===== src/hw/rtl/bpr_pkg.sv =====
package bpr_pkg;

    localparam int BYTE_W    = 8;
    localparam int NIBBLE_W  = 4;
    localparam int ADDR_W    = 20;
    localparam int DIM_W     = 11;
    // wide enough for any raw dimension and any supported maximum (up to 4096)
    localparam int DIM_CMP_W = 13;
    localparam int PADDR_W   = 5;
    localparam int PDATA_W   = 32;
    localparam int REG_IDX_W = 3;

    localparam logic [REG_IDX_W-1:0] REG_WIDTH_PX      = 3'd0;
    localparam logic [REG_IDX_W-1:0] REG_HEIGHT_PX     = 3'd1;
    localparam logic [REG_IDX_W-1:0] REG_BOTTOM_TO_TOP = 3'd2;
    localparam logic [REG_IDX_W-1:0] REG_PACK_4BIT     = 3'd3;
    localparam logic [REG_IDX_W-1:0] REG_COL_MAJOR     = 3'd4;

    localparam logic [DIM_W-1:0] RST_WIDTH_PX  = 11'd256;
    localparam logic [DIM_W-1:0] RST_HEIGHT_PX = 11'd192;

    typedef struct packed {
        logic [BYTE_W-1:0] pixel_byte;
    } in_beat_t;

    typedef struct packed {
        logic [ADDR_W-1:0] dest_address;
        logic [BYTE_W-1:0] out_byte;
        logic              last_of_image;
    } out_beat_t;

    typedef struct packed {
        logic [DIM_W-1:0] width_px;
        logic [DIM_W-1:0] height_px;
        logic             bottom_to_top;
        logic             pack_4bit;
        logic             col_major;
    } cfg_t;

endpackage


===== src/hw/rtl/bpr_stream_if.sv =====
interface bpr_stream_if #(
    parameter type beat_t = bpr_pkg::in_beat_t
) ();
    logic  valid;
    logic  ready;
    beat_t data;

    modport source (output valid, output data, input ready);
    modport sink   (input valid, input data, output ready);
endinterface


===== src/hw/rtl/bpr_cfg_regs.sv =====
module bpr_cfg_regs (
    input  logic                         clk,
    input  logic                         rst_n,
    input  logic                         psel,
    input  logic                         penable,
    input  logic                         pwrite,
    input  logic [bpr_pkg::PADDR_W-1:0]  paddr,
    input  logic [bpr_pkg::PDATA_W-1:0]  pwdata,
    output logic [bpr_pkg::PDATA_W-1:0]  prdata,
    output logic                         pready,
    output bpr_pkg::cfg_t                cfg,
    output logic                         restart
);

    bpr_pkg::cfg_t cfg_reg;
    bpr_pkg::cfg_t cfg_next;
    logic [bpr_pkg::REG_IDX_W-1:0] idx;
    logic wr_en;

    assign idx    = paddr[bpr_pkg::PADDR_W-1:2];
    assign wr_en  = psel && penable && pwrite;
    assign pready = 1'b1;
    assign cfg    = cfg_reg;

    always_comb
    begin
        cfg_next = cfg_reg;
        restart  = 1'b0;
        if (wr_en)
        begin
            case (idx)
                bpr_pkg::REG_WIDTH_PX:
                begin
                    cfg_next.width_px = pwdata[bpr_pkg::DIM_W-1:0];
                    restart = 1'b1;
                end
                bpr_pkg::REG_HEIGHT_PX:
                begin
                    cfg_next.height_px = pwdata[bpr_pkg::DIM_W-1:0];
                    restart = 1'b1;
                end
                bpr_pkg::REG_BOTTOM_TO_TOP:
                begin
                    cfg_next.bottom_to_top = pwdata[0];
                    restart = 1'b1;
                end
                bpr_pkg::REG_PACK_4BIT:
                begin
                    cfg_next.pack_4bit = pwdata[0];
                    restart = 1'b1;
                end
                bpr_pkg::REG_COL_MAJOR:
                begin
                    cfg_next.col_major = pwdata[0];
                    restart = 1'b1;
                end
                default:
                begin
                    // unmapped address, write dropped
                end
            endcase
        end
    end

    always_comb
    begin
        case (idx)
            bpr_pkg::REG_WIDTH_PX:      prdata = bpr_pkg::PDATA_W'(cfg_reg.width_px);
            bpr_pkg::REG_HEIGHT_PX:     prdata = bpr_pkg::PDATA_W'(cfg_reg.height_px);
            bpr_pkg::REG_BOTTOM_TO_TOP: prdata = bpr_pkg::PDATA_W'(cfg_reg.bottom_to_top);
            bpr_pkg::REG_PACK_4BIT:     prdata = bpr_pkg::PDATA_W'(cfg_reg.pack_4bit);
            bpr_pkg::REG_COL_MAJOR:     prdata = bpr_pkg::PDATA_W'(cfg_reg.col_major);
            default:                    prdata = '0;
        endcase
    end

    always_ff @(posedge clk or negedge rst_n)
    begin
        if (!rst_n)
        begin
            cfg_reg.width_px      <= bpr_pkg::RST_WIDTH_PX;
            cfg_reg.height_px     <= bpr_pkg::RST_HEIGHT_PX;
            cfg_reg.bottom_to_top <= 1'b1;
            cfg_reg.pack_4bit     <= 1'b0;
            cfg_reg.col_major     <= 1'b0;
        end
        else
        begin
            cfg_reg <= cfg_next;
        end
    end

endmodule


===== src/hw/rtl/bpr_scan.sv =====
module bpr_scan #(
    parameter int MAX_WIDTH  = 1024,
    parameter int MAX_HEIGHT = 1024,
    parameter int OPND_W     = 11
) (
    input  logic                        clk,
    input  logic                        rst_n,
    input  bpr_pkg::cfg_t               cfg,
    input  logic                        restart,
    input  logic                        in_valid,
    input  logic [bpr_pkg::BYTE_W-1:0]  in_byte,
    output logic                        in_ready,
    output logic                        s1_valid,
    input  logic                        s1_ready,
    output logic [OPND_W-1:0]           s1_mul_a,
    output logic [OPND_W-1:0]           s1_mul_b,
    output logic [OPND_W-1:0]           s1_add,
    output logic [bpr_pkg::BYTE_W-1:0]  s1_value,
    output logic                        s1_last
);

    localparam int CW = $clog2(MAX_WIDTH + 4);
    localparam int HW = $clog2(MAX_HEIGHT + 1);

    logic [CW-1:0] col_reg, col_next;
    logic [HW-1:0] row_reg, row_next;
    logic [bpr_pkg::NIBBLE_W-1:0] held_reg, held_next;
    logic s1_valid_reg, s1_valid_next;

    logic [OPND_W-1:0] mul_a_reg, mul_b_reg, add_reg;
    logic [bpr_pkg::BYTE_W-1:0] value_reg;
    logic last_reg;

    logic [bpr_pkg::DIM_CMP_W-1:0] w_raw, h_raw;
    logic [CW-1:0] w, padded, rw, last_col, x, xo, c_cur, c_inc;
    logic [HW-1:0] h, r_cur, r_inc, y;
    logic [bpr_pkg::BYTE_W-1:0] value;
    logic emit, last, acc;

    // clamp dimensions to 1..MAX
    always_comb
    begin
        w_raw = bpr_pkg::DIM_CMP_W'(cfg.width_px);
        h_raw = bpr_pkg::DIM_CMP_W'(cfg.height_px);
        if (w_raw == '0)
            w = CW'(1);
        else if (w_raw > bpr_pkg::DIM_CMP_W'(MAX_WIDTH))
            w = CW'(MAX_WIDTH);
        else
            w = CW'(w_raw);
        if (h_raw == '0)
            h = HW'(1);
        else if (h_raw > bpr_pkg::DIM_CMP_W'(MAX_HEIGHT))
            h = HW'(MAX_HEIGHT);
        else
            h = HW'(h_raw);
    end

    assign padded = (w + CW'(3)) & ~CW'(3);
    assign acc    = in_valid && in_ready;

    always_comb
    begin
        if (col_reg >= padded || row_reg >= h)
        begin
            c_cur = '0;
            r_cur = '0;
        end
        else
        begin
            c_cur = col_reg;
            r_cur = row_reg;
        end

        y = cfg.bottom_to_top ? (h - HW'(1) - r_cur) : r_cur;

        held_next = held_reg;
        if (cfg.pack_4bit)
        begin
            rw       = CW'((w + CW'(1)) >> 1);
            last_col = (w - CW'(1)) & ~CW'(1);
            if (!c_cur[0])
            begin
                if (acc && c_cur < w)
                    held_next = in_byte[bpr_pkg::NIBBLE_W-1:0];
                x     = '0;
                xo    = '0;
                value = '0;
                emit  = 1'b0;
            end
            else
            begin
                x     = c_cur - CW'(1);
                xo    = x >> 1;
                value = {held_reg, in_byte[bpr_pkg::NIBBLE_W-1:0]};
                emit  = (x < w);
            end
        end
        else
        begin
            rw       = w;
            last_col = w - CW'(1);
            x        = c_cur;
            xo       = c_cur;
            value    = in_byte;
            emit     = (c_cur < w);
        end

        last = (r_cur == h - HW'(1)) && (x == last_col);

        // advance the stored position, wrapping at the end of the padded image
        c_inc = c_cur + CW'(1);
        r_inc = r_cur + HW'(1);
        col_next = col_reg;
        row_next = row_reg;
        if (acc)
        begin
            if (c_inc >= padded)
            begin
                col_next = '0;
                row_next = (r_inc >= h) ? '0 : r_inc;
            end
            else
            begin
                col_next = c_inc;
                row_next = r_cur;
            end
        end

        if (restart)
        begin
            col_next  = '0;
            row_next  = '0;
            held_next = '0;
        end

        if (acc)
            s1_valid_next = emit;
        else if (s1_ready)
            s1_valid_next = 1'b0;
        else
            s1_valid_next = s1_valid_reg;
    end

    assign in_ready = !s1_valid_reg || s1_ready;

    always_ff @(posedge clk or negedge rst_n)
    begin
        if (!rst_n)
        begin
            col_reg      <= '0;
            row_reg      <= '0;
            held_reg     <= '0;
            s1_valid_reg <= 1'b0;
        end
        else
        begin
            col_reg      <= col_next;
            row_reg      <= row_next;
            held_reg     <= held_next;
            s1_valid_reg <= s1_valid_next;
        end
    end

    // operands for the address stage: row-major y*rw + xo, column-major xo*h + y
    always_ff @(posedge clk)
    begin
        if (acc && emit)
        begin
            mul_a_reg <= cfg.col_major ? OPND_W'(xo) : OPND_W'(y);
            mul_b_reg <= cfg.col_major ? OPND_W'(h) : OPND_W'(rw);
            add_reg   <= cfg.col_major ? OPND_W'(y) : OPND_W'(xo);
            value_reg <= value;
            last_reg  <= last;
        end
    end

    assign s1_valid = s1_valid_reg;
    assign s1_mul_a = mul_a_reg;
    assign s1_mul_b = mul_b_reg;
    assign s1_add   = add_reg;
    assign s1_value = value_reg;
    assign s1_last  = last_reg;

endmodule


===== src/hw/rtl/bpr_addr_gen.sv =====
module bpr_addr_gen #(
    parameter int OPND_W = 11
) (
    input  logic                        clk,
    input  logic                        rst_n,
    input  logic                        s1_valid,
    output logic                        s1_ready,
    input  logic [OPND_W-1:0]           s1_mul_a,
    input  logic [OPND_W-1:0]           s1_mul_b,
    input  logic [OPND_W-1:0]           s1_add,
    input  logic [bpr_pkg::BYTE_W-1:0]  s1_value,
    input  logic                        s1_last,
    output logic                        out_valid,
    input  logic                        out_ready,
    output bpr_pkg::out_beat_t          out_beat
);

    localparam int PROD_W = 2 * OPND_W;
    localparam int SUM_W  = PROD_W + 1;

    logic [PROD_W-1:0] prod;
    logic [SUM_W-1:0]  sum;
    logic out_valid_reg, out_valid_next;
    bpr_pkg::out_beat_t beat_reg;

    assign prod     = s1_mul_a * s1_mul_b;
    assign sum      = SUM_W'(prod) + SUM_W'(s1_add);
    assign s1_ready = !out_valid_reg || out_ready;

    always_comb
    begin
        if (s1_valid && s1_ready)
            out_valid_next = 1'b1;
        else if (out_ready)
            out_valid_next = 1'b0;
        else
            out_valid_next = out_valid_reg;
    end

    always_ff @(posedge clk or negedge rst_n)
    begin
        if (!rst_n)
            out_valid_reg <= 1'b0;
        else
            out_valid_reg <= out_valid_next;
    end

    // address wraps modulo 2^20
    always_ff @(posedge clk)
    begin
        if (s1_valid && s1_ready)
        begin
            beat_reg.dest_address  <= bpr_pkg::ADDR_W'(sum);
            beat_reg.out_byte      <= s1_value;
            beat_reg.last_of_image <= s1_last;
        end
    end

    assign out_valid = out_valid_reg;
    assign out_beat  = beat_reg;

endmodule


===== src/hw/rtl/bmp_pixel_relayout_unit.sv =====
// an accepted pixel beat is registered in the scan stage, then in the output register
// throughput: one input beat per cycle while pix_out is not stalled; padding beats and
//   the first beat of each 4-bit pair produce no output beat; the scan counters and the
//   one address multiply are combinational ahead of their registers, so no stall is added internally
// reset (rst_n, async, active low): registers return to 256 x 192, bottom-to-top,
//   8-bit, row-major; scan position and held nibble cleared; pipeline emptied
module bmp_pixel_relayout_unit #(
    parameter int MAX_WIDTH  = 1024,
    parameter int MAX_HEIGHT = 1024
) (
    input  logic                        clk,
    input  logic                        rst_n,
    input  logic                        psel,
    input  logic                        penable,
    input  logic                        pwrite,
    input  logic [bpr_pkg::PADDR_W-1:0] paddr,
    input  logic [bpr_pkg::PDATA_W-1:0] pwdata,
    output logic [bpr_pkg::PDATA_W-1:0] prdata,
    output logic                        pready,
    bpr_stream_if.sink                  pix_in,
    bpr_stream_if.source                pix_out
);

    // column counter covers the padded row, row counter covers the height
    localparam int CW     = $clog2(MAX_WIDTH + 4);
    localparam int HW     = $clog2(MAX_HEIGHT + 1);
    localparam int OPND_W = (CW > HW) ? CW : HW;

    bpr_pkg::cfg_t cfg;
    logic          restart;

    // stage 1 beat: operands of the address multiply-add plus payload
    logic                       s1_valid;
    logic                       s1_ready;
    logic [OPND_W-1:0]          s1_mul_a;
    logic [OPND_W-1:0]          s1_mul_b;
    logic [OPND_W-1:0]          s1_add;
    logic [bpr_pkg::BYTE_W-1:0] s1_value;
    logic                       s1_last;

    bpr_pkg::out_beat_t out_beat;

    // configuration registers; any write to a mapped register restarts the image scan
    bpr_cfg_regs u_cfg_regs (
        .clk     (clk),
        .rst_n   (rst_n),
        .psel    (psel),
        .penable (penable),
        .pwrite  (pwrite),
        .paddr   (paddr),
        .pwdata  (pwdata),
        .prdata  (prdata),
        .pready  (pready),
        .cfg     (cfg),
        .restart (restart)
    );

    // stored column/row counters, row flip, nibble pairing, address operand select
    bpr_scan #(
        .MAX_WIDTH  (MAX_WIDTH),
        .MAX_HEIGHT (MAX_HEIGHT),
        .OPND_W     (OPND_W)
    ) u_scan (
        .clk      (clk),
        .rst_n    (rst_n),
        .cfg      (cfg),
        .restart  (restart),
        .in_valid (pix_in.valid),
        .in_byte  (pix_in.data.pixel_byte),
        .in_ready (pix_in.ready),
        .s1_valid (s1_valid),
        .s1_ready (s1_ready),
        .s1_mul_a (s1_mul_a),
        .s1_mul_b (s1_mul_b),
        .s1_add   (s1_add),
        .s1_value (s1_value),
        .s1_last  (s1_last)
    );

    // multiply-add for the destination address, output register
    bpr_addr_gen #(
        .OPND_W (OPND_W)
    ) u_addr_gen (
        .clk       (clk),
        .rst_n     (rst_n),
        .s1_valid  (s1_valid),
        .s1_ready  (s1_ready),
        .s1_mul_a  (s1_mul_a),
        .s1_mul_b  (s1_mul_b),
        .s1_add    (s1_add),
        .s1_value  (s1_value),
        .s1_last   (s1_last),
        .out_valid (pix_out.valid),
        .out_ready (pix_out.ready),
        .out_beat  (out_beat)
    );

    assign pix_out.data = out_beat;

endmodule


===== src/flat_wrapper.sv =====
// flat-port wrapper written by rule: the top's interface ports become plain ports
module bmp_pixel_relayout_unit_flat 
#(
    parameter int MAX_WIDTH  = 1024,
    parameter int MAX_HEIGHT = 1024
)
  (clk, rst_n, psel, penable, pwrite, paddr, pwdata, prdata, pready, pix_in_valid, pix_in_data, pix_in_ready, pix_out_valid, pix_out_data, pix_out_ready);
  bpr_stream_if pix_in_i ();
  bpr_stream_if pix_out_i ();
  input  logic clk;
  input  logic rst_n;
  input  logic psel;
  input  logic penable;
  input  logic pwrite;
  input  logic [bpr_pkg::PADDR_W-1:0] paddr;
  input  logic [bpr_pkg::PDATA_W-1:0] pwdata;
  output logic [bpr_pkg::PDATA_W-1:0] prdata;
  output logic pready;
  input wire logic [$bits(pix_in_i.valid)-1:0] pix_in_valid;
  input wire logic [$bits(pix_in_i.data)-1:0] pix_in_data;
  output wire logic [$bits(pix_in_i.ready)-1:0] pix_in_ready;
  output wire logic [$bits(pix_out_i.valid)-1:0] pix_out_valid;
  output wire logic [$bits(pix_out_i.data)-1:0] pix_out_data;
  input wire logic [$bits(pix_out_i.ready)-1:0] pix_out_ready;
  assign pix_in_i.valid = pix_in_valid;
  assign pix_in_i.data = pix_in_data;
  assign pix_in_ready = pix_in_i.ready;
  assign pix_out_valid = pix_out_i.valid;
  assign pix_out_data = pix_out_i.data;
  assign pix_out_i.ready = pix_out_ready;
  bmp_pixel_relayout_unit #(.MAX_WIDTH(MAX_WIDTH), .MAX_HEIGHT(MAX_HEIGHT)) u_core (.clk(clk), .rst_n(rst_n), .psel(psel), .penable(penable), .pwrite(pwrite), .paddr(paddr), .pwdata(pwdata), .prdata(prdata), .pready(pready), .pix_in(pix_in_i), .pix_out(pix_out_i));
endmodule

===== config.mk =====
export PLATFORM = sky130hd
export DESIGN_NAME = bmp_pixel_relayout_unit_flat
export DESIGN_NICKNAME = d
export VERILOG_FILES = /design/src/hw/rtl/bpr_pkg.sv /design/src/hw/rtl/bpr_stream_if.sv /design/src/hw/rtl/bpr_cfg_regs.sv /design/src/hw/rtl/bpr_scan.sv /design/src/hw/rtl/bpr_addr_gen.sv /design/src/hw/rtl/bmp_pixel_relayout_unit.sv /design/src/flat_wrapper.sv
export SDC_FILE = /design/constraint.sdc
export NUM_CORES = 1
export LEC_CHECK = 0
export ABC_AREA = 1
export BUFFER_PORTS_ARGS = -buffer_cell sky130_fd_sc_hd__buf_2
export CELL_PAD_IN_SITES_DETAIL_PLACEMENT = 0
export CELL_PAD_IN_SITES_GLOBAL_PLACEMENT = 1
export CORE_MARGIN = 5
export CORE_UTILIZATION = 42
export CTS_BUF_LIST = sky130_fd_sc_hd__clkbuf_4 sky130_fd_sc_hd__clkbuf_8
export CTS_CLUSTER_DIAMETER = 120
export DETAILED_ROUTE_END_ITERATION = 8
export PLACE_DENSITY = 0.78
export SKIP_LAST_GASP = 1
export SLEW_MARGIN = 30
export SYNTH_ARGS = -nofsm -noshare
export SYNTH_HDL_FRONTEND = slang
export SYNTH_SLANG_ARGS = --single-unit

===== constraint.sdc =====
create_clock -name clk -period 10.6 [get_ports clk]
set_input_delay 1.06 -clock clk [delete_from_list [all_inputs] [get_ports clk]]
set_output_delay 1.06 -clock clk [all_outputs]
set_load 0.01 [all_outputs]

==> results of run 1 <==
==> cells by family after synthesis <==
| logic type | Yosys count | synth area share [%] |
|---|---|---|
| other cells | 2 | 0.1134 |
| xor+xnor | 25 | 3.307 |
| buf+inv | 192 | 12.91 |
| fa+ha+maj | 60 | 11.34 |
| compound gates | 122 | 10.51 |
| simple gates | 500 | 34.85 |
| flops | 68 | 26.98 |
==> how the worst min path moves through the flow <==
stage	slack, ns	start	endpoint
2_1_floorplan	0.40	u_core.u_scan.s1_last	u_core.u_addr_gen.out_beat[0]
3_3_place_gp	0.40	u_core.u_scan.s1_value[3]	u_core.u_addr_gen.out_beat[4]
3_5_place_dp	0.40	u_core.u_scan.s1_value[1]	u_core.u_addr_gen.out_beat[2]
4_1_cts	0.42	u_core.u_scan.s1_value[4]	u_core.u_addr_gen.out_beat[5]
5_1_grt	0.42	u_core.u_scan.s1_value[4]	u_core.u_addr_gen.out_beat[5]
6_report	0.42	u_core.u_scan.s1_value[5]	u_core.u_addr_gen.out_beat[6]
==> routing by layer <==
layer,vias up,track usage [%]
met2,154,31.97
li1,3210,-
met5,-,0
met4,0,5.599
met3,20,2.526
met1,2760,31.31
==> final cells by class <==
cell class                 count  area [µm²]
sequential                    68        1787
clock buffer                  10       131.4
timing repair buffer          52       270.3
tap                          216       270.3
clock inverter                 6       70.07
multi-input combinational    729        4055
inverter                     148       556.8
fill                        1697        8514
==> stage by stage <==
stage / setup slack [ns] / hold WS [ns] / cells
2_1_floorplan: 5.537 / 0.4003 / 989
3_3_place_gp: 3.849 / 0.4045 / 1213
3_5_place_dp: 3.852 / 0.4045 / 1213
4_1_cts: 3.804 / 0.4215 / 1229
5_1_grt: 3.240 / 0.4244 / 1229
6_report: 3.740 / 0.4218 / 1229
==> synth_stat cells, types with 16 or more instances <==
master    count  area [µm²]
edfxtp_1     16       480.5
nand4_1      29       181.4
nand3_1      94       470.5
nor2_1       74       277.8
xor2_1       22       192.7
dfrtp_1      48        1201
buf_4        25       187.7
a21oi_1      29       145.1
nand2_1     256       960.9
ha_1         60       750.7
o21ai_0      47       235.2
inv_1       143       536.8
o22ai_1      17       106.4
==> worst register-to-register path, delay by kind of cell (launching register included) <==
family,cells,cell delay [ns]
adder cells (fa/ha/maj),4,1.11
AND/OR/NAND/NOR,25,3.12
AO/OA/AOI/OAI,5,1.47
flip-flops,1,0.49
buffers and inverters,5,0.62
==> power by group <==
part / switching [mW] / internal [mW]
Combinational: 0.851 / 0.427
Sequential: 0.0739 / 0.354
Clock: 0.119 / 0.114
Total: 1.04 / 0.894
==> reports/metrics.yaml, run 1 <==
status: "complete, no violations"
endpoint: "u_core.u_scan.row_reg[3]"
slew_violations: 0
grt_first_pass_wirelength_um: 30480
clk_pin_slew_ns: 0.10
clock.fmax_mhz: 145.8
grt_usage_pct: 20.96
r2r_end: "u_core.u_scan.row_reg[3]"
final_util_pct: 45.61
cts_tree: "done"
drt-vias-per-instance: 4.999
layout_min_cycle_time_ns: 6.860
yosysSeqAreaShare_pct: 26.98
post_synth.cell_area_avg_um2: 6.833
numCtsBuffers: 9
setup_viol: 0
die_area_mm2: 0.01838
first_pass_iters: 5
die_w_um: 135.6
wl_met1_um: 9274
routed.top_layer: "met4"
drtIter0Drc: 381
hold_path_class: "flip-flop to flip-flop"
tns_ns: 0
end_kind: "flip-flop"
post_dp_cell_area_mm2: 0.006939
n_antenna_cell: 0
critPathBufInv: 5
async_flop_share_pct: 76.47
final_cell_mix: "nand2_1 (256), inv_1 (143), nand3_1 (94)"
path_delay_family: "simple AND/OR/NAND/NOR gates"
ys_warn_count: 0
ctsHoldBuffers: 0
tightest_slew_ns: 0.8233
critPathMaxStageDelay_ns: 0.63
largest_reg_flops: 25
met2_length_um: 8169
final_common_cell: "nand2_1"
cts_setup_buffers: 0
ys_types: 52
drive_gt1_share_pct: 10.56
path_depth: 39
start_util_pct: 42.30
routed_wl_um: 18690
cap_violations: 0
cp_common_cell: "nand2_1"
syn_area_mm2: 0.006621
grt_max_degree: 53
p_leak_nw: 3.809
worstSetupPathType: "flip-flop to flip-flop"
yosys_register_bits: 68
max_slew_margin_pct: 45.12
post_cts_resized: 0
cts_root_buf: "clkbuf_8"
regToRegSetupSlack_ns: 3.74
hold_depth: 0
place.gp.congestion: 0.9422
synth-main-ff-cell: "dfrtp_1"
p_per_area_mw_per_mm2: 271.4
detail_route.drc_violations: 0
crit_fanout: 20
hpwlAfterDp_um: 14680
rsz0062_at_grt: "no"
met3WireLength_um: 962
skew_ns: 0.01928
grt_pass1_vias: 5687
ant_nets: 0
period_share_pct: 64.72
netlist_instances: 969
crit_required_ns: 10.93
pin_count: 95
globalRouteOverflowTotal: 0
htreeDepth: 3
crit_slowest_cell: "a211oi_1"
r2r_cells: 39
die_h_um: 135.6
cts_buffer_depth: 2
peakVddDrop_v: 0.0001228
arrival_ns: 7.19
worstSkewPairLatency_ns: 0.38
coreArea_mm2: 0.01566
nets: 1120
cts.sinks: 68
port_buffers: 48
antenna_found_initial: 0
start_kind: "flip-flop"
final_area_mm2: 0.007141
wl_per_cell_um: 15.21
finalPower_mw: 1.938
synth_edf_count: 16
num_vias: 6144
area_delta_synth_final_pct: 7.842
r2r_start: "u_core.u_cfg_regs.cfg[19]"
final_hold_viol_count: 0
crit_path_start: "u_core.u_cfg_regs.cfg[19]"
num_rows: 46
Note: power is estimated with default switching activity, not from simulation.
==> run 2: changes to the inputs <==
--- a/config.mk
+++ b/config.mk
@@ -5,16 +5,16 @@
 export SDC_FILE = /design/constraint.sdc
 export NUM_CORES = 1
 export LEC_CHECK = 0
-export ABC_AREA = 1
+export ABC_AREA = 0
 export BUFFER_PORTS_ARGS = -buffer_cell sky130_fd_sc_hd__buf_2
 export CELL_PAD_IN_SITES_DETAIL_PLACEMENT = 0
 export CELL_PAD_IN_SITES_GLOBAL_PLACEMENT = 1
 export CORE_MARGIN = 5
-export CORE_UTILIZATION = 42
+export CORE_UTILIZATION = 41
 export CTS_BUF_LIST = sky130_fd_sc_hd__clkbuf_4 sky130_fd_sc_hd__clkbuf_8
 export CTS_CLUSTER_DIAMETER = 120
 export DETAILED_ROUTE_END_ITERATION = 8
-export PLACE_DENSITY = 0.78
+export PLACE_DENSITY = 0.76
 export SKIP_LAST_GASP = 1
 export SLEW_MARGIN = 30
 export SYNTH_ARGS = -nofsm -noshare
==> constraint.sdc (replaced) <==
create_clock -name clk -period 6.16 [get_ports clk]
set_input_delay 0.616 -clock clk [delete_from_list [all_inputs] [get_ports clk]]
set_output_delay 0.616 -clock clk [all_outputs]
set_load 0.01 [all_outputs]
==> run 2 against run 1 <==
Effect of this change:
- the run now ends with setup timing left
- sequential cell count unchanged
- cell count down 10%
- power up 54%
- critical endpoint is now u_core.u_scan.row_reg[10]
- largest cell class unchanged
- highest routed layer unchanged
==> reports/metrics.yaml, run 2 <==
num_vias: 6346
hpwlAfterDp_um: 15580
die_area_mm2: 0.01872
antenna_found_initial: 0
first_pass_iters: 7
final_area_mm2: 0.008222
nets: 993
netlist_instances: 772
multi_input_area_mm2: 0.004781
drtIter0Drc: 452
finalHoldWorstSlack_ns: 0.3655
crit_required_ns: 6.42
largest_reg_flops: 25
yosys_register_bits: 68
start_util_pct: 41.67
pin_count: 95
syn_area_mm2: 0.006595
drt-vias-per-instance: 5.759
crit_slowest_cell: "or4_4"
p_per_area_mw_per_mm2: 363.9
yosysSeqAreaShare_pct: 27.09
comb_power_share_pct: 64.6
routed.top_layer: "met4"
numCtsBuffers: 9
setup_viol: 16
hold_path_class: "primary input to asynchronous set/reset pin"
intPower_mw: 1.638
cts.sinks: 68
async_flop_share_pct: 76.47
slew_violations: 0
routed_wl_um: 20770
max_slew_margin_pct: 52.23
synth_top_area_cell: "dfrtp_1"
ctsHoldBuffers: 0
seq_area_mm2: 0.001787
port_buffers: 48
grt_max_degree: 53
ant_nets: 0
clk_pin_slew_ns: 0.09
final_hold_viol_count: 0
arrival_ns: 6.50
cts_tree: "done"
post_synth.cell_area_avg_um2: 8.543
synth-main-ff-cell: "dfrtp_1"
critPathBufInv: 4
skew_ns: 0.01733
detail_route.drc_violations: 0
grt_pass1_vias: 6296
crit_fanout: 8
failed_checks: "setup timing"
yosysMostFrequentCell: "nand2_1"
rsz0062_at_grt: "yes"
p_clk_share_pct: 13.5
area_delta_synth_final_pct: 24.66
worstSetupPathType: "flip-flop to flip-flop"
final_common_cell: "buf_4"
worstSkewPairLatency_ns: 0.38
critPathMaxStageDelay_ns: 0.56
nFillCells: 1476
p_sw_share_pct: 45.24
dpl.cell_count: 1060
end_kind: "flip-flop"
pre_cts_ws_ns: -0.2656
drive_gt1_share_pct: 32.05
post_dp_cell_area_mm2: 0.007468
p_leak_nw: 3.639
layout_min_cycle_time_ns: 6.239
grt_usage_pct: 22.13
synth_edf_count: 16
crit_path_start: "u_core.u_cfg_regs.cfg[21]"
cts_root_buf: "clkbuf_8"
n_antenna_cell: 0
place.gp.congestion: 0.9507
die_w_um: 136.8
timing.final.ws_setup_ns: -0.07928
fin_cells: 1102
htreeDepth: 3
start_kind: "flip-flop"
met2_length_um: 10070
seqPwrFrac_pct: 21.9
yosys-top-cells-area: "dfrtp_1 (18%), ha_1 (11%), edfxtp_1 (7.3%)"
wl_met1_um: 8948
ys_warn_count: 0
wl_per_cell_um: 18.85
r2r_start: "u_core.u_cfg_regs.cfg[21]"
status: "finished, violations left"
period_share_pct: 101.3
grt_first_pass_wirelength_um: 32510
tightest_slew_ns: 0.7165
die_h_um: 136.8
yosys.area.top_type_share_pct: 18.21
path_delay_family: "compound AO/OA/AOI/OAI gates"
clock.fmax_mhz: 160.3
switching_power_mw: 1.354
ys_types: 83
cap_violations: 0
peakVddDrop_v: 0.0001663
globalRouteOverflowTotal: 0
num_rows: 46
synth_commonest_cells: "nand2_1 (73), nor2_1 (70), ha_1 (60)"
cts_buffer_depth: 2
coreArea_mm2: 0.01583
met3WireLength_um: 1348
final_cell_mix: "buf_4 (90), nand2_1 (69), nor2_1 (63)"
==> run 2: changes by cell type in the layout (fill, tap and decap cells not counted), sizes merged, moves of 19 or more <==
| cell | previous run | this run |
|---|---|---|
| nand3 | 96 | 30 |
| nand2 | 265 | 74 |
| xnor2 | 3 | 24 |
| mux2 | 0 | 26 |
| mux2i | 0 | 19 |
| inv | 148 | 33 |
| buf | 52 | 150 |
==> run 2: power by group through the flow <==
stage | clock, mW | sequential (mW) | combinational (mW)
detailed placement | 0 | 0.661 | 1.64
global placement | 0 | 0.658 | 1.60
finish | 0.403 | 0.656 | 1.93
CTS | 0.413 | 0.653 | 1.75
floorplan | 0 | 0.647 | 1.14
global route | 0.428 | 0.666 | 2.10
==> run 2: final cells by class <==
| cell class | count | area share, % |
|---|---|---|
| Clock buffer | 9 | 1.507 |
| Clock inverter | 7 | 1.004 |
| Inverter | 29 | 1.385 |
| Multi-Input combinational cell | 623 | 58.15 |
| Sequential cell | 68 | 21.73 |
| Tap cell | 216 | 3.287 |
| Timing Repair Buffer | 150 | 12.94 |
==> run 2: routing by layer <==
metal,up-vias,GRT usage (%)
met5,-,0
met4,0,6.763
met2,237,37.24
met3,41,4.596
met1,3062,28.59
li1,3006,-
==> run 2: final timing paths <==
check,slack [ns],end,cells after the start
min in group clk,0.42,u_core.u_addr_gen.out_beat[1],0
worst min register to register,0.42,u_core.u_addr_gen.out_beat[1],0
worst min-delay path,0.37,u_core.u_cfg_regs.cfg[11],2
worst max-delay path,-0.08,u_core.u_scan.row_reg[10],32
max in group asynchronous,5.31,u_core.u_scan.col_reg[7],2
worst max register to register,-0.08,u_core.u_scan.row_reg[10],32
==> run 2: worst register-to-register path: cells and delay by family, from the launching register on <==
family	cells	cell delay, ns
AOI/OAI and AO/OA	11	2.03
and+or+nand+nor	11	1.80
adders and majority gates	4	0.97
buffers and inverters	4	0.60
DFF	1	0.40
xor gates and xnor gates	2	0.33
==> run 2: metrics by stage <==
step / TNS (ns) / power (mW) / utilization [%]
floorplan: -4.720 / 1.790 / -
global placement: -2.350 / 2.259 / 47.19
detailed placement: -5.119 / 2.302 / 47.19
CTS: 0 / 2.814 / 49.83
global route: -9.093 / 3.196 / 51.94
finish: -0.9647 / 2.992 / 51.94
==> run 2: cells by family (layout without fill, tap and decap cells) <==
| logic type | Yosys count | count (layout) | synth area share [%] |
|---|---|---|---|
| compound gates | 169 | 169 | 18.71 |
| xor+xnor | 44 | 44 | 5.957 |
| fa+ha+maj | 60 | 60 | 11.38 |
| buf+inv | 101 | 195 | 8.101 |
| flops | 68 | 68 | 27.09 |
| mux | 45 | 45 | 7.323 |
| other cells | 2 | 22 | 0.1139 |
| simple gates | 283 | 283 | 21.32 |
==> run 2: timing repair <==
action	in CTS	in global routing
pin swaps	9	26
setup endpoints to repair	31	32
gates resized for setup	27	50
buffers inserted	14	12
hold endpoints to repair	0	0
==> run 3: changes to the inputs <==
--- a/config.mk
+++ b/config.mk
@@ -9,11 +9,13 @@
 export BUFFER_PORTS_ARGS = -buffer_cell sky130_fd_sc_hd__buf_2
 export CELL_PAD_IN_SITES_DETAIL_PLACEMENT = 0
 export CELL_PAD_IN_SITES_GLOBAL_PLACEMENT = 1
+export CORE_ASPECT_RATIO = 1.2
 export CORE_MARGIN = 5
 export CORE_UTILIZATION = 41
 export CTS_BUF_LIST = sky130_fd_sc_hd__clkbuf_4 sky130_fd_sc_hd__clkbuf_8
 export CTS_CLUSTER_DIAMETER = 120
 export DETAILED_ROUTE_END_ITERATION = 8
+export HOLD_SLACK_MARGIN = 0.08
 export PLACE_DENSITY = 0.76
 export SKIP_LAST_GASP = 1
 export SLEW_MARGIN = 30
==> run 3 against run 2 <==
Effect of this change:
- maximum frequency up 1.8%
- sequential cell count unchanged
- clock skew up 0.0067 ns
- design area up 0.46%
- clock-buffer cell count unchanged
- via count down 0.74%
- register-to-register slack better by 0.11 ns
- wire length up 0.89%
- cell count down 0.36%
- core utilization up 0.65 points
- largest power group unchanged
- power down 0.99%
- the flow now finishes without violations
==> reports/metrics.yaml, run 3 (synthesis results as in run 2) <==
status: "complete, no violations"
setup_viol: 0
htreeDepth: 3
start_kind: "flip-flop"
cts_root_buf: "clkbuf_8"
max_slew_margin_pct: 52.11
arrival_ns: 6.21
clk_pin_slew_ns: 0.11
grt_pass1_vias: 6296
period_share_pct: 99.54
cts_tree: "done"
nFillCells: 1450
p_clk_share_pct: 13.7
critPathMaxStageDelay_ns: 0.57
pin_count: 95
final_util_pct: 52.60
peakVddDrop_v: 0.0001976
rsz0062_at_grt: "yes"
die_area_mm2: 0.01873
crit_slowest_cell: "or4_4"
seqPwrFrac_pct: 22.0
tightest_slew_ns: 0.7184
final_area_mm2: 0.008259
antenna_found_initial: 0
drt-vias-per-instance: 5.737
slew_violations: 0
end_kind: "flip-flop"
num_vias: 6299
grt_max_degree: 53
hpwlAfterDp_um: 15630
final_hold_viol_count: 0
layout_min_cycle_time_ns: 6.132
cts.sinks: 68
ant_nets: 0
p_leak_nw: 3.650
drive_gt1_share_pct: 32.25
num_rows: 50
port_buffers: 48
worstSkewPairLatency_ns: 0.38
clock.fmax_mhz: 163.1
crit_required_ns: 6.23
cap_violations: 0
die_h_um: 148.9
nets: 997
p_sw_share_pct: 45.02
wl_per_cell_um: 19.09
grt_usage_pct: 21.87
cp_common_cell: "a21o_1"
skew_ns: 0.02401
final_common_cell: "buf_4"
detail_route.drc_violations: 0
numCtsBuffers: 9
n_antenna_cell: 0
globalRouteOverflowTotal: 0
worstSetupPathType: "flip-flop to flip-flop"
place.gp.congestion: 0.9247
switching_power_mw: 1.333
coreArea_mm2: 0.01570
start_util_pct: 42.00
tns_ns: 0
crit_fanout: 8
grt_first_pass_wirelength_um: 32560
drtIter0Drc: 370
die_w_um: 125.8
intPower_mw: 1.628
regToRegSetupSlack_ns: 0.03
area_delta_synth_final_pct: 25.23
comb_power_share_pct: 64.4
final_cell_mix: "buf_4 (98), nand2_1 (70), nor2_1 (63)"
r2r_cells: 28
p_per_area_mw_per_mm2: 358.6
largest_reg_flops: 25
cts_buffer_depth: 2
routed_wl_um: 20960
post_dp_cell_area_mm2: 0.007431
first_pass_iters: 5
hold_path_class: "primary input to asynchronous set/reset pin"
[run 3: critical path, delay by kind of cell, from the launching register on]
kind            cells  cell delay (ns)
fa+ha+maj           4             0.96
simple gates       10             2.36
flops               1             0.39
buf+inv             2             0.32
xor+xnor            1             0.19
compound gates     10             1.46
mux                 1             0.15
[run 3: power by group through the flow]
stage	Combinational (mW)	Clock [mW]	Sequential [mW]
2_1_floorplan	1.14	0	0.647
3_3_place_gp	1.60	0	0.650
3_5_place_dp	1.64	0	0.656
4_1_cts	1.74	0.416	0.648
5_1_grt	2.09	0.433	0.662
6_report	1.91	0.404	0.650
[run 3: cell type report]
class                           count  area [µm²]  area share (%)
Multi-Input combinational cell    623        4828           58.46
Clock buffer                        9       123.9           1.500
Sequential cell                    68        1787           21.63
Inverter                           29       111.4           1.348
Clock inverter                      7       82.58          0.9998
Tap cell                          208       260.3           3.151
Timing Repair Buffer              154        1066           12.91
[run 3: per-stage QoR]
step	hold slack, ns	worst slack, ns	power, mW	std cells
floorplan	0.3204	-0.2470	1.790	792
detailed placement	0.4052	-0.3120	2.294	1050
global placement	0.4013	-0.2014	2.253	1050
finish	0.3690	0.02805	2.962	1098
global route	0.4314	-0.1773	3.182	1098
CTS	0.3769	-0.02231	2.799	1079
[run 3: worst paths after layout]
| kind | endpoint | startpoint |
|---|---|---|
| setup / recovery | u_core.u_scan.s1_value[6] | u_core.u_cfg_regs.cfg[21] |
| hold / removal | u_core.u_scan.col_reg[4] | rst_n |
| setup reg to reg | u_core.u_scan.s1_value[6] | u_core.u_cfg_regs.cfg[21] |
| hold reg to reg | u_core.u_addr_gen.out_beat[3] | u_core.u_scan.s1_value[2] |
| max in group asynchronous | u_core.u_scan.row_reg[4] | rst_n |
| min in group clk | u_core.u_addr_gen.out_beat[3] | u_core.u_scan.s1_value[2] |
[run 3: repair_timing]
action                     in CTS  in global routing
gates resized for setup        28                 49
setup buffers                  14                 21
pin swaps                      19                 50
hold buffers                    0                  0
hold endpoints to repair        0                  0
setup endpoints to repair      31                 32
[run 3: metal layers]
layer	vias to the layer above	GRT usage, %	routed length (µm)
met5	-	0	0
met3	49	3.582	945
met2	207	37.66	10470
met4	0	10.19	715
li1	3011	-	-
met1	3032	26.77	8827
